<file path="src/sv/mac_pkg.sv">
// shared types, constants and result rules of the modem answer classifier
package mac_pkg;

  typedef enum logic [2:0] {
    RES_OK     = 3'd0,
    RES_ERROR  = 3'd1,
    RES_AT_OK  = 3'd2,
    RES_MORE   = 3'd3,
    RES_OTHER  = 3'd4,
    RES_WAIT   = 3'd5,
    RES_REG    = 3'd6,
    RES_REGING = 3'd7
  } result_e;

  typedef enum logic [3:0] {
    CMD_AT     = 4'd0,
    CMD_PIN    = 4'd1,
    CMD_FMT    = 4'd2,
    CMD_NOTIFY = 4'd3,
    CMD_SEND   = 4'd4,
    CMD_SEND2  = 4'd5,
    CMD_DELETE = 4'd6,
    CMD_CREG   = 4'd7,
    CMD_CSCA   = 4'd8,
    CMD_ECHO   = 4'd9
  } cmd_e;

  localparam logic [1:0] STATUS_OTHER  = 2'd0;
  localparam logic [1:0] STATUS_REG    = 2'd1;
  localparam logic [1:0] STATUS_REGING = 2'd2;

  // summary of one word
  typedef struct packed {
    logic [1:0] status;
    logic       creg;
    logic       cmgs;
    logic       prompt;
    logic       at;
    logic       err;
    logic       ok;
  } word_info_t;

  localparam int NPAT = 7;

  // patterns: OK, ERROR, AT, "> ", ">", +CMGS:, +CREG:
  localparam logic [7:0] PAT_TEXT [NPAT][6] = '{
    '{8'h4F, 8'h4B, 8'h00, 8'h00, 8'h00, 8'h00},
    '{8'h45, 8'h52, 8'h52, 8'h4F, 8'h52, 8'h00},
    '{8'h41, 8'h54, 8'h00, 8'h00, 8'h00, 8'h00},
    '{8'h3E, 8'h20, 8'h00, 8'h00, 8'h00, 8'h00},
    '{8'h3E, 8'h00, 8'h00, 8'h00, 8'h00, 8'h00},
    '{8'h2B, 8'h43, 8'h4D, 8'h47, 8'h53, 8'h3A},
    '{8'h2B, 8'h43, 8'h52, 8'h45, 8'h47, 8'h3A}
  };
  localparam logic [2:0] PAT_LEN [NPAT] = '{3'd2, 3'd5, 3'd2, 3'd2, 3'd1, 3'd6, 3'd6};
  localparam logic [NPAT-1:0] PAT_PREFIX = 7'b1100000;

  localparam logic [7:0] CHAR_PRINT_LO = 8'h20;
  localparam logic [7:0] CHAR_PRINT_HI = 8'h7E;
  localparam logic [7:0] CHAR_LOWER_A  = 8'h61;
  localparam logic [7:0] CHAR_LOWER_Z  = 8'h7A;
  localparam logic [7:0] CASE_OFFSET   = 8'h20;
  localparam logic [7:0] CHAR_COMMA    = 8'h2C;
  localparam logic [7:0] CHAR_ONE      = 8'h31;
  localparam logic [7:0] CHAR_TWO      = 8'h32;
  localparam logic [7:0] CHAR_FIVE     = 8'h35;

  function automatic result_e ok_err_other(input word_info_t info);
    result_e r;
    if (info.ok) r = RES_OK;
    else if (info.err) r = RES_ERROR;
    else r = RES_OTHER;
    return r;
  endfunction

  function automatic result_e err_other(input word_info_t info);
    return info.err ? RES_ERROR : RES_OTHER;
  endfunction

endpackage

</file>
<file path="src/sv/modem_answer_classifier.sv">
// modem answer classifier: word splitting, pattern matching, result register
// a byte accepted into the input register is scanned from there; the result of a final
//   byte goes to the result register, and the single scan stage between them sets the rate
// throughput: one byte per cycle while no final byte waits on a stalled result
// reset: asynchronous active low; clears pending command, per-answer state and both
//   valid flags; the block can take a byte right after reset
module modem_answer_classifier #(
  parameter int COUNT_BITS = 8
) (
  input  logic       clk_i,
  input  logic       rst_ni,
  // configuration write
  input  logic       cfg_valid_i,
  output logic       cfg_ready_o,
  input  logic [3:0] cfg_data_i,
  // answer bytes
  input  logic       in_valid_i,
  output logic       in_stall_o,
  input  logic [7:0] answer_byte_i,
  input  logic       answer_last_i,
  // results
  output logic       out_valid_o,
  input  logic       out_stall_i,
  output logic [2:0] result_code_o,
  output logic [7:0] word_total_o
);
  import mac_pkg::*;

  // registration digit scan codes
  localparam logic [2:0] SCAN_SEEK   = 3'd0;
  localparam logic [2:0] SCAN_COMMA  = 3'd1;
  localparam logic [2:0] SCAN_REG    = 3'd2;
  localparam logic [2:0] SCAN_REGING = 3'd3;
  localparam logic [2:0] SCAN_NONE   = 3'd4;

  localparam logic [COUNT_BITS-1:0] COUNT_MAX = '1;
  localparam logic [2:0]            POS_MAX   = 3'd7;

  // configuration register, always ready
  logic [3:0] pending_cmd_q;

  // input register
  logic       in_valid_q;
  logic [7:0] byte_q;
  logic       last_q;

  // per-answer state
  logic                  inside_q;
  logic [COUNT_BITS-1:0] words_q, words_d;
  logic [2:0]            pos_q, pos_d;
  logic [NPAT-1:0]       cand_q, cand_d;
  logic [2:0]            scan_q, scan_d;
  word_info_t            first_q, first_d;
  word_info_t            second_q, second_d;
  word_info_t            latest_q, latest_d;

  // result register
  logic       out_valid_q;
  result_e    code_q;
  logic [7:0] total_q;

  // scan stage signals
  logic            adv;
  logic            printable, word_start, word_end;
  logic [7:0]      upper;
  logic [2:0]      pos_cur;
  logic [NPAT-1:0] cand_cur, hit;
  logic [2:0]      scan_cur;
  word_info_t      info;
  result_e         code_d;

  assign cfg_ready_o = 1'b1;

  // a non-final byte never needs the result register
  assign adv        = in_valid_q && (!last_q || !out_valid_q || !out_stall_i);
  assign in_stall_o = in_valid_q && !adv;

  always_comb begin
    printable  = (byte_q >= CHAR_PRINT_LO) && (byte_q <= CHAR_PRINT_HI);
    upper      = ((byte_q >= CHAR_LOWER_A) && (byte_q <= CHAR_LOWER_Z)) ?
                 byte_q - CASE_OFFSET : byte_q;
    word_start = printable && !inside_q;
    word_end   = (printable && last_q) || (!printable && inside_q);

    // fresh match state at the start of a word
    pos_cur  = word_start ? 3'd0 : pos_q;
    cand_cur = word_start ? '1 : cand_q;
    scan_cur = word_start ? SCAN_SEEK : scan_q;

    // drop patterns that this character rules out
    cand_d = cand_cur;
    for (int c = 0; c < NPAT; c++) begin
      if (pos_cur < PAT_LEN[c]) begin
        if (upper != PAT_TEXT[c][pos_cur]) cand_d[c] = 1'b0;
      end else if (!PAT_PREFIX[c]) begin
        cand_d[c] = 1'b0;
      end
    end

    // status digit right after the first comma
    scan_d = scan_cur;
    case (scan_cur)
      SCAN_SEEK: begin
        if (byte_q == CHAR_COMMA) scan_d = SCAN_COMMA;
      end
      SCAN_COMMA: begin
        if (byte_q == CHAR_ONE || byte_q == CHAR_FIVE) scan_d = SCAN_REG;
        else if (byte_q == CHAR_TWO) scan_d = SCAN_REGING;
        else scan_d = SCAN_NONE;
      end
      default: scan_d = scan_cur;
    endcase

    pos_d = (pos_cur == POS_MAX) ? POS_MAX : pos_cur + 3'd1;

    // a separator leaves the match state as it was
    if (!printable) begin
      pos_d  = pos_q;
      cand_d = cand_q;
      scan_d = scan_q;
    end

    // word summary from the state after this character
    for (int c = 0; c < NPAT; c++) begin
      hit[c] = cand_d[c] && (PAT_PREFIX[c] ? (pos_d >= PAT_LEN[c]) : (pos_d == PAT_LEN[c]));
    end
    info        = '0;
    info.ok     = hit[0];
    info.err    = hit[1];
    info.at     = hit[2];
    info.prompt = hit[3] || hit[4];
    info.cmgs   = hit[5];
    info.creg   = hit[6];
    if (scan_d == SCAN_REG) info.status = STATUS_REG;
    else if (scan_d == SCAN_REGING) info.status = STATUS_REGING;
    else info.status = STATUS_OTHER;

    first_d  = first_q;
    second_d = second_q;
    latest_d = latest_q;
    words_d  = words_q;
    if (word_end) begin
      if (words_q == '0) first_d = info;
      else if (words_q == COUNT_BITS'(1)) second_d = info;
      latest_d = info;
      if (words_q != COUNT_MAX) words_d = words_q + COUNT_BITS'(1);
    end
  end

  mac_classify #(
    .COUNT_BITS (COUNT_BITS)
  ) u_classify (
    .cmd_i    (pending_cmd_q),
    .words_i  (words_d),
    .first_i  (first_d),
    .second_i (second_d),
    .latest_i (latest_d),
    .code_o   (code_d)
  );

  always_ff @(posedge clk_i or negedge rst_ni) begin
    if (!rst_ni) begin
      pending_cmd_q <= CMD_AT;
    end else if (cfg_valid_i && cfg_ready_o) begin
      pending_cmd_q <= cfg_data_i;
    end
  end

  // input register
  always_ff @(posedge clk_i or negedge rst_ni) begin
    if (!rst_ni) begin
      in_valid_q <= 1'b0;
    end else if (in_valid_i && !in_stall_o) begin
      in_valid_q <= 1'b1;
    end else if (adv) begin
      in_valid_q <= 1'b0;
    end
  end

  always_ff @(posedge clk_i) begin
    if (in_valid_i && !in_stall_o) begin
      byte_q <= answer_byte_i;
      last_q <= answer_last_i;
    end
  end

  // per-answer state, cleared after the final byte
  always_ff @(posedge clk_i or negedge rst_ni) begin
    if (!rst_ni) begin
      inside_q <= 1'b0;
      words_q  <= '0;
      pos_q    <= '0;
      cand_q   <= '1;
      scan_q   <= SCAN_SEEK;
      first_q  <= '0;
      second_q <= '0;
      latest_q <= '0;
    end else if (adv) begin
      if (last_q) begin
        inside_q <= 1'b0;
        words_q  <= '0;
        pos_q    <= '0;
        cand_q   <= '1;
        scan_q   <= SCAN_SEEK;
        first_q  <= '0;
        second_q <= '0;
        latest_q <= '0;
      end else begin
        inside_q <= printable;
        words_q  <= words_d;
        pos_q    <= pos_d;
        cand_q   <= cand_d;
        scan_q   <= scan_d;
        first_q  <= first_d;
        second_q <= second_d;
        latest_q <= latest_d;
      end
    end
  end

  // result register
  always_ff @(posedge clk_i or negedge rst_ni) begin
    if (!rst_ni) begin
      out_valid_q <= 1'b0;
    end else if (adv && last_q) begin
      out_valid_q <= 1'b1;
    end else if (!out_stall_i) begin
      out_valid_q <= 1'b0;
    end
  end

  always_ff @(posedge clk_i) begin
    if (adv && last_q) begin
      code_q  <= code_d;
      total_q <= 8'(words_d);
    end
  end

  assign out_valid_o   = out_valid_q;
  assign result_code_o = code_q;
  assign word_total_o  = total_q;

endmodule

</file>
<file path="src/sv/mac_classify.sv">
// result rule per pending command, from word count and word summaries
module mac_classify #(
  parameter int COUNT_BITS = 8
) (
  input  logic [3:0]             cmd_i,
  input  logic [COUNT_BITS-1:0]  words_i,
  input  mac_pkg::word_info_t    first_i,
  input  mac_pkg::word_info_t    second_i,
  input  mac_pkg::word_info_t    latest_i,
  output mac_pkg::result_e       code_o
);
  import mac_pkg::*;

  logic n_zero, n_one, n_two, n_below2;

  assign n_zero   = (words_i == '0);
  assign n_one    = (words_i == COUNT_BITS'(1));
  assign n_two    = (words_i == COUNT_BITS'(2));
  assign n_below2 = n_zero || n_one;

  always_comb begin
    code_o = RES_OTHER;
    case (cmd_i) inside
      CMD_AT, CMD_FMT, CMD_NOTIFY, CMD_DELETE, CMD_CSCA: begin
        if (n_zero) code_o = RES_OTHER;
        else if (n_one) code_o = ok_err_other(first_i);
        else if (n_two && first_i.at && second_i.ok) code_o = RES_AT_OK;
        else code_o = RES_MORE;
      end
      CMD_PIN, CMD_ECHO: begin
        if (n_zero) code_o = RES_OTHER;
        else code_o = ok_err_other(latest_i);
      end
      CMD_SEND: begin
        if (n_zero) code_o = RES_OTHER;
        else if (n_one) code_o = first_i.prompt ? RES_WAIT : err_other(first_i);
        else code_o = RES_MORE;
      end
      CMD_SEND2: begin
        if (n_below2) code_o = RES_OTHER;
        else if (!n_two) code_o = RES_MORE;
        else if (first_i.cmgs) code_o = ok_err_other(second_i);
        else code_o = err_other(first_i);
      end
      CMD_CREG: begin
        if (n_below2) code_o = RES_OTHER;
        else if (!n_two) code_o = RES_MORE;
        else if (first_i.creg) begin
          if (second_i.ok) begin
            if (first_i.status == STATUS_REG) code_o = RES_REG;
            else if (first_i.status == STATUS_REGING) code_o = RES_REGING;
            else code_o = RES_OTHER;
          end else begin
            code_o = err_other(second_i);
          end
        end else begin
          code_o = err_other(first_i);
        end
      end
      default: code_o = RES_OTHER;
    endcase
  end

endmodule

</file>
<file path="config.mk">
export PLATFORM = sky130hd
export DESIGN_NAME = modem_answer_classifier
export DESIGN_NICKNAME = d
export VERILOG_FILES = /design/src/sv/mac_pkg.sv /design/src/sv/modem_answer_classifier.sv /design/src/sv/mac_classify.sv
export SDC_FILE = /design/constraint.sdc
export NUM_CORES = 1
export LEC_CHECK = 0
export BUFFER_PORTS_ARGS = -buffer_cell sky130_fd_sc_hd__buf_4
export CAP_MARGIN = 0
export CORE_MARGIN = 2
export CORE_UTILIZATION = 52
export DETAILED_ROUTE_END_ITERATION = 8
export PLACE_DENSITY = 0.76
export SYNTH_ARGS = -nofsm -noshare
export SYNTH_HDL_FRONTEND = slang
export SYNTH_SLANG_ARGS = --single-unit
</file>
<file path="constraint.sdc">
create_clock -name clk_i -period 4.4 [get_ports clk_i]
set_input_delay 0 -clock clk_i [delete_from_list [all_inputs] [get_ports clk_i]]
set_output_delay 0 -clock clk_i [all_outputs]
set_load 0.05 [all_outputs]
</file>
==> Word-level counts from Yosys, hierarchy flattened <==
Memories as Yosys holds them, arrays and structs flattened.
Index checks and enable logic that the tools add are counted.
{ "totals": {"ff_bits": 60, "mem_bits_ro": 448, "in_bits": 18, "output_inout_bits": 14, "wordCells": 205, "n_memories": 7} }
{ "classes": {"addsub": 3, "n_lt_le_gt_ge": 10, "n_eq_ne": 34, "n_mux": 89, "bitwise": 1, "n_reduce_logical": 38} }
{ "memory_table": {"columns": ["name", "depth", "width", "rd", "rd_ports_with_merged_regs", "write_ports", "line_no", "source"], "rows": [
  ["(name not given)", 8, 8, 1, 0, 0, "modem_answer_classifier.sv:94", "if (upper != PAT_TEXT[c][pos_cur]) cand_d[c] = 1'b0;"],
  ["(name not given)", 8, 8, 1, 0, 0, "modem_answer_classifier.sv:94", null],
  ["(name not given)", 8, 8, 1, 0, 0, "modem_answer_classifier.sv:94", null],
  ["(name not given)", 8, 8, 1, 0, 0, "modem_answer_classifier.sv:94", null],
  ["(name not given)", 8, 8, 1, 0, 0, "modem_answer_classifier.sv:94", null],
  ["(name not given)", 8, 8, 1, 0, 0, "modem_answer_classifier.sv:94", null],
  ["1 more memories", null, null, null, null, null, null, null]
]} }
{ "op_table": {"columns": ["operator", "count"], "rows": [
  ["8-bit two-way mux", 21],
  ["3-bit two-way mux", 35],
  ["8-bit != test", 7],
  ["8-bit by 6-bit equality test with 1-bit output, second input constant", 4],
  ["7-bit two-way mux", 3],
  ["1-bit two-way mux", 20],
  ["1-bit logical AND", 18],
  ["2-bit two-way mux", 9],
  ["4-bit by 3-bit equality test with 1-bit output, second input constant", 4],
  ["8-bit by 1-bit equality test with 1-bit output, second input constant", 2],
  ["8-bit by 7-bit less-or-equal comparator with 1-bit output, second input constant", 2],
  ["8-bit logical NOT", 2],
  ["3-bit by 2-bit equality test with 1-bit output, second input constant", 3],
  ["8-bit by 1-bit adder with 8-bit output, second input constant", 1],
  ["4-bit by 2-bit equality test with 1-bit output, second input constant", 2],
  ["4-bit equality test, second input constant", 2],
  ["8-bit by 2-bit equality test with 1-bit output, second input constant", 1],
  ["8-bit by 6-bit greater-or-equal comparator with 1-bit output, second input constant", 1],
  ["8-bit by 7-bit greater-or-equal comparator with 1-bit output, second input constant", 1],
  ["8-bit != test, second input constant", 1],
  ["8-bit by 6-bit subtractor with 8-bit output, second input constant", 1],
  ["1-bit logical NOT", 7],
  ["3-bit by 1-bit equality test with 1-bit output, second input constant", 2],
  ["3-bit equality test, second input constant", 2],
  ["18 further kinds", 24]
]} }

==> Logic depth before layout (Yosys ltp) <==
{ "depth": {"depth_word": 28, "ltp_mapped": 19, "mapped_depth_nobuf": 18} }

==> Hierarchy <==
From an unflattened synthesis, not the netlist that was laid out.
{ "hier_totals": {"hier_cells": 577, "hier_area_um2": 4994.8} }
{ "by_module_without_submodules": {"columns": ["module", "instances", "cells_each", "area_per_inst_um2"], "rows": [
  ["modem_answer_classifier", 1, 525, 4606.9],
  ["mac_classify", 1, 52, 387.9]
]} }

==> Least setup slack after synthesis <==
No wires, ideal clock.
{ "synth_path": {"kind": "flip-flop to flip-flop", "start": "register byte_q[6]", "end": "register code_q[2] (netlist: result_code_o[2]), data pin", "setup_ns": 0.268, "arrival_ns": 3.909, "t_required_ns": 4.132, "path_slack_ns": 0.223, "path_stages_with_launch": 19, "path_buffers": 0, "synth_period_minus_slack_ns": 4.177, "path_cell_list": "edfxtp_1 inv_1 ha_1 or4b_4 o21ai_1 nand2_1 nand2_1 inv_1 ha_1 nand2b_1 a2111oi_0 o21ai_0 mux2_2 a221oi_1 a31oi_1 o21ai_0 o311ai_0 a21oi_1 a211oi_2"} }
{ "synth_between": {"elab_chain_cells": 26, "elab_cells_between_ends": 107, "cone_classes": "add/sub: 2; order compare: 9; eq/ne: 12; mux: 61; bitwise: 1; reduce/logical: 16; memory: 6"} }
{ "synth_rtl": {"columns": ["item", "line_no", "source"], "rows": [
  ["from (decl)", "modem_answer_classifier.sv:44", "logic [7:0] byte_q;"],
  ["from (signal assigned)", "modem_answer_classifier.sv:182", "byte_q <= answer_byte_i;"],
  ["8-bit by 6-bit greater-or-equal comparator with 1-bit output or 8-bit by 7-bit less-or-equal comparator with 1-bit output (tied branches)", "modem_answer_classifier.sv:79", "printable = (byte_q >= CHAR_PRINT_LO) && (byte_q <= CHAR_PRINT_HI);"],
  ["1-bit logical AND", "modem_answer_classifier.sv:79", null],
  ["1-bit logical AND", "modem_answer_classifier.sv:82", "word_start = printable && !inside_q;"],
  ["3-bit two-way mux", "modem_answer_classifier.sv:86", "pos_cur = word_start ? 3'd0 : pos_q;"],
  ["3-bit inverter with 4-bit output (not written as such)", "modem_answer_classifier.sv:94", null],
  ["memory 8 x 8 bit", null, null],
  ["8-bit two-way mux (not written as such) (2 in series)", "modem_answer_classifier.sv:94", null],
  ["8-bit != test", "modem_answer_classifier.sv:94", null],
  ["(+7 left out)", null, null],
  ["3-bit two-way mux", "mac_pkg.sv:71, mac_pkg.sv:77", null],
  ["3-bit two-way mux", "mac_classify.sv:49", "if (second_i.ok) begin"],
  ["3-bit two-way mux", "mac_classify.sv:48", "else if (first_i.creg) begin"],
  ["3-bit two-way mux", "mac_classify.sv:47", "else if (!n_two) code_o = RES_MORE;"],
  ["3-bit two-way mux", "mac_classify.sv:46", "if (n_below2) code_o = RES_OTHER;"],
  ["3-bit two-way mux (4 in series)", "mac_classify.sv:23", "case (cmd_i) inside"],
  ["3-bit two-way mux *", "mac_classify.sv:23", null],
  ["net code_d[2]", "modem_answer_classifier.sv:70", "result_e code_d;"],
  ["to (signal assigned)", "modem_answer_classifier.sv:234", "code_q <= code_d;"],
  ["to (decl)", "modem_answer_classifier.sv:59", "result_e code_q;"]
]} }
The timed path passes the listed nets; every way through them passes the cells marked *. The select of a mux whose other input is x is not followed.
A chain may end at the register's enable or synchronous reset.

==> Worst setup path in the final report <==
Same ends and word-level chain as after synthesis.

==> flow_summary.toml <==
[drt]
wl_per_cell_um = 18.8
route.detailed.drc = 0
detail_route.vias_per_cell = 6.38
drt_iter0_markers = 464
dr.pass1.iters = 8
num_vias = 4421
routed_wl_um = 13000
ant_nets = 0

[yosys]
avgSynthCellArea_um2 = 8.49
synth.area.mux_share_pct = 2.82
synthesis.nets = 554
ys_warn_count = 0
ys_seq_elements = 60
ys_dominant_reg_cell = "dfrtp_1"
synth_seq_area_share_pct = 36.4
synthAdderAreaFrac_pct = 3.95
ys_types = 79
syn_area_um2 = 4430
synth_compound_area_share_pct = 26.4
synthArstFlopShare_pct = 66.7
synthXorXnorAreaFrac_pct = 2.74
synth_top_family_by_area = "compound AO/OA/AOI/OAI gates"
synth-edff-count = 20
netlist_instances = 522
synthSimpleGateAreaFrac_pct = 22.7

[floorplan]
dieArea_um2 = 9270
start_util_pct = 53.9
die_h_um = 96.3
die_w_um = 96.3
rows = 33
coreArea_um2 = 8220
pin_count = 32

[cells_and_area]
fin_area_um2 = 5300
multi_input_area_um2 = 2630
antenna_cells = 0
utilization_pct = 64.5
final_common_cell = "buf_4"
fin_nets = 615
fillers = 665
areaGrowthSynthToFinish_pct = 19.7
drive_above_1_share_pct = 18.0
final_cell_mix = "buf_4, nand2_1, nor2_1"
seq_area_um2 = 1610

[worst_hold_path]
hp-class = "in2async"

[clock_network]
clockBufferDepth = 2
root_buffer = "clkbuf_8"
cts_tree = "done"
cts_buffers = 9
clock_latency_ns = 0.35
clk_pin_slew_worst_paths_ns = 0.08
clock_sinks = 60
ctsHtreeMaxLevel = 3
cts_setup_buffers = 0

[setup_path]
crit_path_cell_trace = "inv_1, ha_1, or4b_4, o21ai_2, nand2_1, nand2_1, inv_1, ha_1, nand2b_1, o2111ai_1, a31oi_1, a31oi_2, nor2_1, a2111o_1, a21o_1, a211oi_2"
r2r_setup_slack_ns = 0.34
cp-start-kind = "flip-flop"
cp-end-kind = "flip-flop"
slowest_delay_ns = 0.48
cp_data_required_time_ns = 4.60
slowest_stage = "or4b_4"
crit_type = "reg2reg"
arrival_ns = 4.26
cp_max_fo = 11
rr_worst_depth = 16

[sta]
setup_tns_ns = 0
post-route-period-util_pct = 92.3
finalHoldViolations = 0
timing.final.crit_period_ns = 4.06
fmax_ghz = 0.246
final_max_slew_viol_count = 0
slew_headroom_pct = 37.1
tightest_slew_ns = 0.940
fin_skew_ns = 0.00967
setup_viol = 0
rsz0062_at_grt = "no"

[job]
maxCapViolCount = 0

[placed_design]
dp_hpwl_um = 9430
gp_congestion = 0.968
port-buffer-count = 30
postPlaceCellArea_um2 = 4870

[grt]
grt_pass1_vias = 4156
grt_usage_pct = 30.2
grt_max_degree = 41
grt_pass1_wl_um = 21300
gr-total-overflow = 0
antenna_found_initial = 0

[outcome]
status = "finished clean"

[pwr]
total_power_w = 0.00183
vdd_drop_max_v = 0.000199
leakage_nw = 2.23
power_density_nw_per_um2 = 345
## Yosys cell counts, types with 6 or more instances
| cell | instances | area (µm²) |
|---|---|---|
| o21ai_0 | 40 | 200 |
| ha_1 | 14 | 175 |
| nand4_1 | 10 | 62.6 |
| nor3_1 | 11 | 55.1 |
| edfxtp_1 | 20 | 601 |
| nand2b_1 | 11 | 68.8 |
| nand3_1 | 22 | 110 |
| nand2_1 | 49 | 184 |
| xnor2_1 | 7 | 61.3 |
| a21oi_1 | 30 | 150 |
| inv_1 | 23 | 86.3 |
| nor2_1 | 41 | 154 |
| o22ai_1 | 6 | 37.5 |
| dfstp_2 | 7 | 184 |
| dfrtp_1 | 33 | 826 |
| and3_1 | 7 | 43.8 |
| or2_2 | 6 | 37.5 |
| and2_1 | 9 | 56.3 |
| nor2b_1 | 9 | 56.3 |
| a21o_1 | 12 | 90.1 |
| a22o_1 | 9 | 78.8 |
| a31oi_1 | 12 | 75.1 |
| clkbuf_1 | 23 | 86.3 |
| mux2i_1 | 8 | 80.1 |
## kinds of logic after synthesis
family | Yosys count
multiplexers | 12
flip-flops | 60
buffers and inverters | 53
AND/OR/NAND/NOR | 198
AO/OA/AOI/OAI | 171
adder cells (fa/ha/maj) | 14
XOR/XNOR | 13
other | 1
## stage by stage
stage | worst slack [ns] | instances | hold WS, ns
after CTS | 0.119 | 693 | 0.178
after floorplan | 0.223 | 522 | -0.296
after global placement | 0.140 | 656 | 0.0114
final | 0.337 | 693 | 0.161
after detailed placement | 0.0506 | 656 | 0.0157
after global routing | 0.00941 | 693 | 0.232
## where the power goes
| group | leakage [nW] | internal [W] | switching (W) |
|---|---|---|---|
| sequential | 0.710 | 0.000644 | 0.0000517 |
| clock | 0.100 | 0.000264 | 0.000250 |
| combinational | 1.42 | 0.000233 | 0.000384 |
| total | 2.23 | 0.00114 | 0.000686 |
## worst paths after layout
check | start | to
min in group clk_i | answer_byte_i[1] | byte_q[1]
setup reg to reg | byte_q[6] | result_code_o[2]
hold / removal | rst_ni | words_q[6]
setup / recovery | byte_q[6] | result_code_o[2]
max in group asynchronous | rst_ni | cand_q[6]
hold reg to reg | cand_q[2] | cand_q[2]
## sequential cells by signal, indices dropped and copies added (netlist names)
register,flops
byte_q,8
cand_q,7
first_q,8
in_valid_q,1
inside_q,1
last_q,1
latest_q,2
out_valid_o,1
pending_cmd_q,4
pos_q,3
result_code_o,3
scan_q,3
second_q,2
word_total_o,8
words_q,8
## final cells by class
type	instances	area share, %
well taps	105	2.48
multi-input cells	409	49.5
flip-flops and latches	60	30.4
clock buffers	9	2.34
inverters	24	1.70
repair buffers	79	12.2
clock inverters	7	1.42
## timing repair
action | CTS | global route
hold buffers | 21 | 0
hold endpoints to repair | 53 | 0
resized for setup | 1 | 6
pin swaps | 0 | 2
endpoints found under the setup margin | 1 | 3
## critical path, delay by kind of cell, from the launching register on
| kind | cells | cell delay (ns) |
|---|---|---|
| AND/OR/NAND/NOR | 5 | 1.18 |
| flip-flops | 1 | 0.39 |
| buffers and inverters | 2 | 0.23 |
| AO/OA/AOI/OAI | 7 | 1.59 |
| adder cells (fa/ha/maj) | 2 | 0.51 |
## layer usage
metal	up-vias	routed length, µm	global-route usage [%]	part of all wire, %
li1	2066	-	-	-
met1	2109	5590	43.1	43
met5	-	0	0	0
met2	227	6110	47.6	47
met3	19	1140	4.78	8.7
met4	0	194	8.33	1.5
Note: power is estimated with default switching activity, not from simulation.
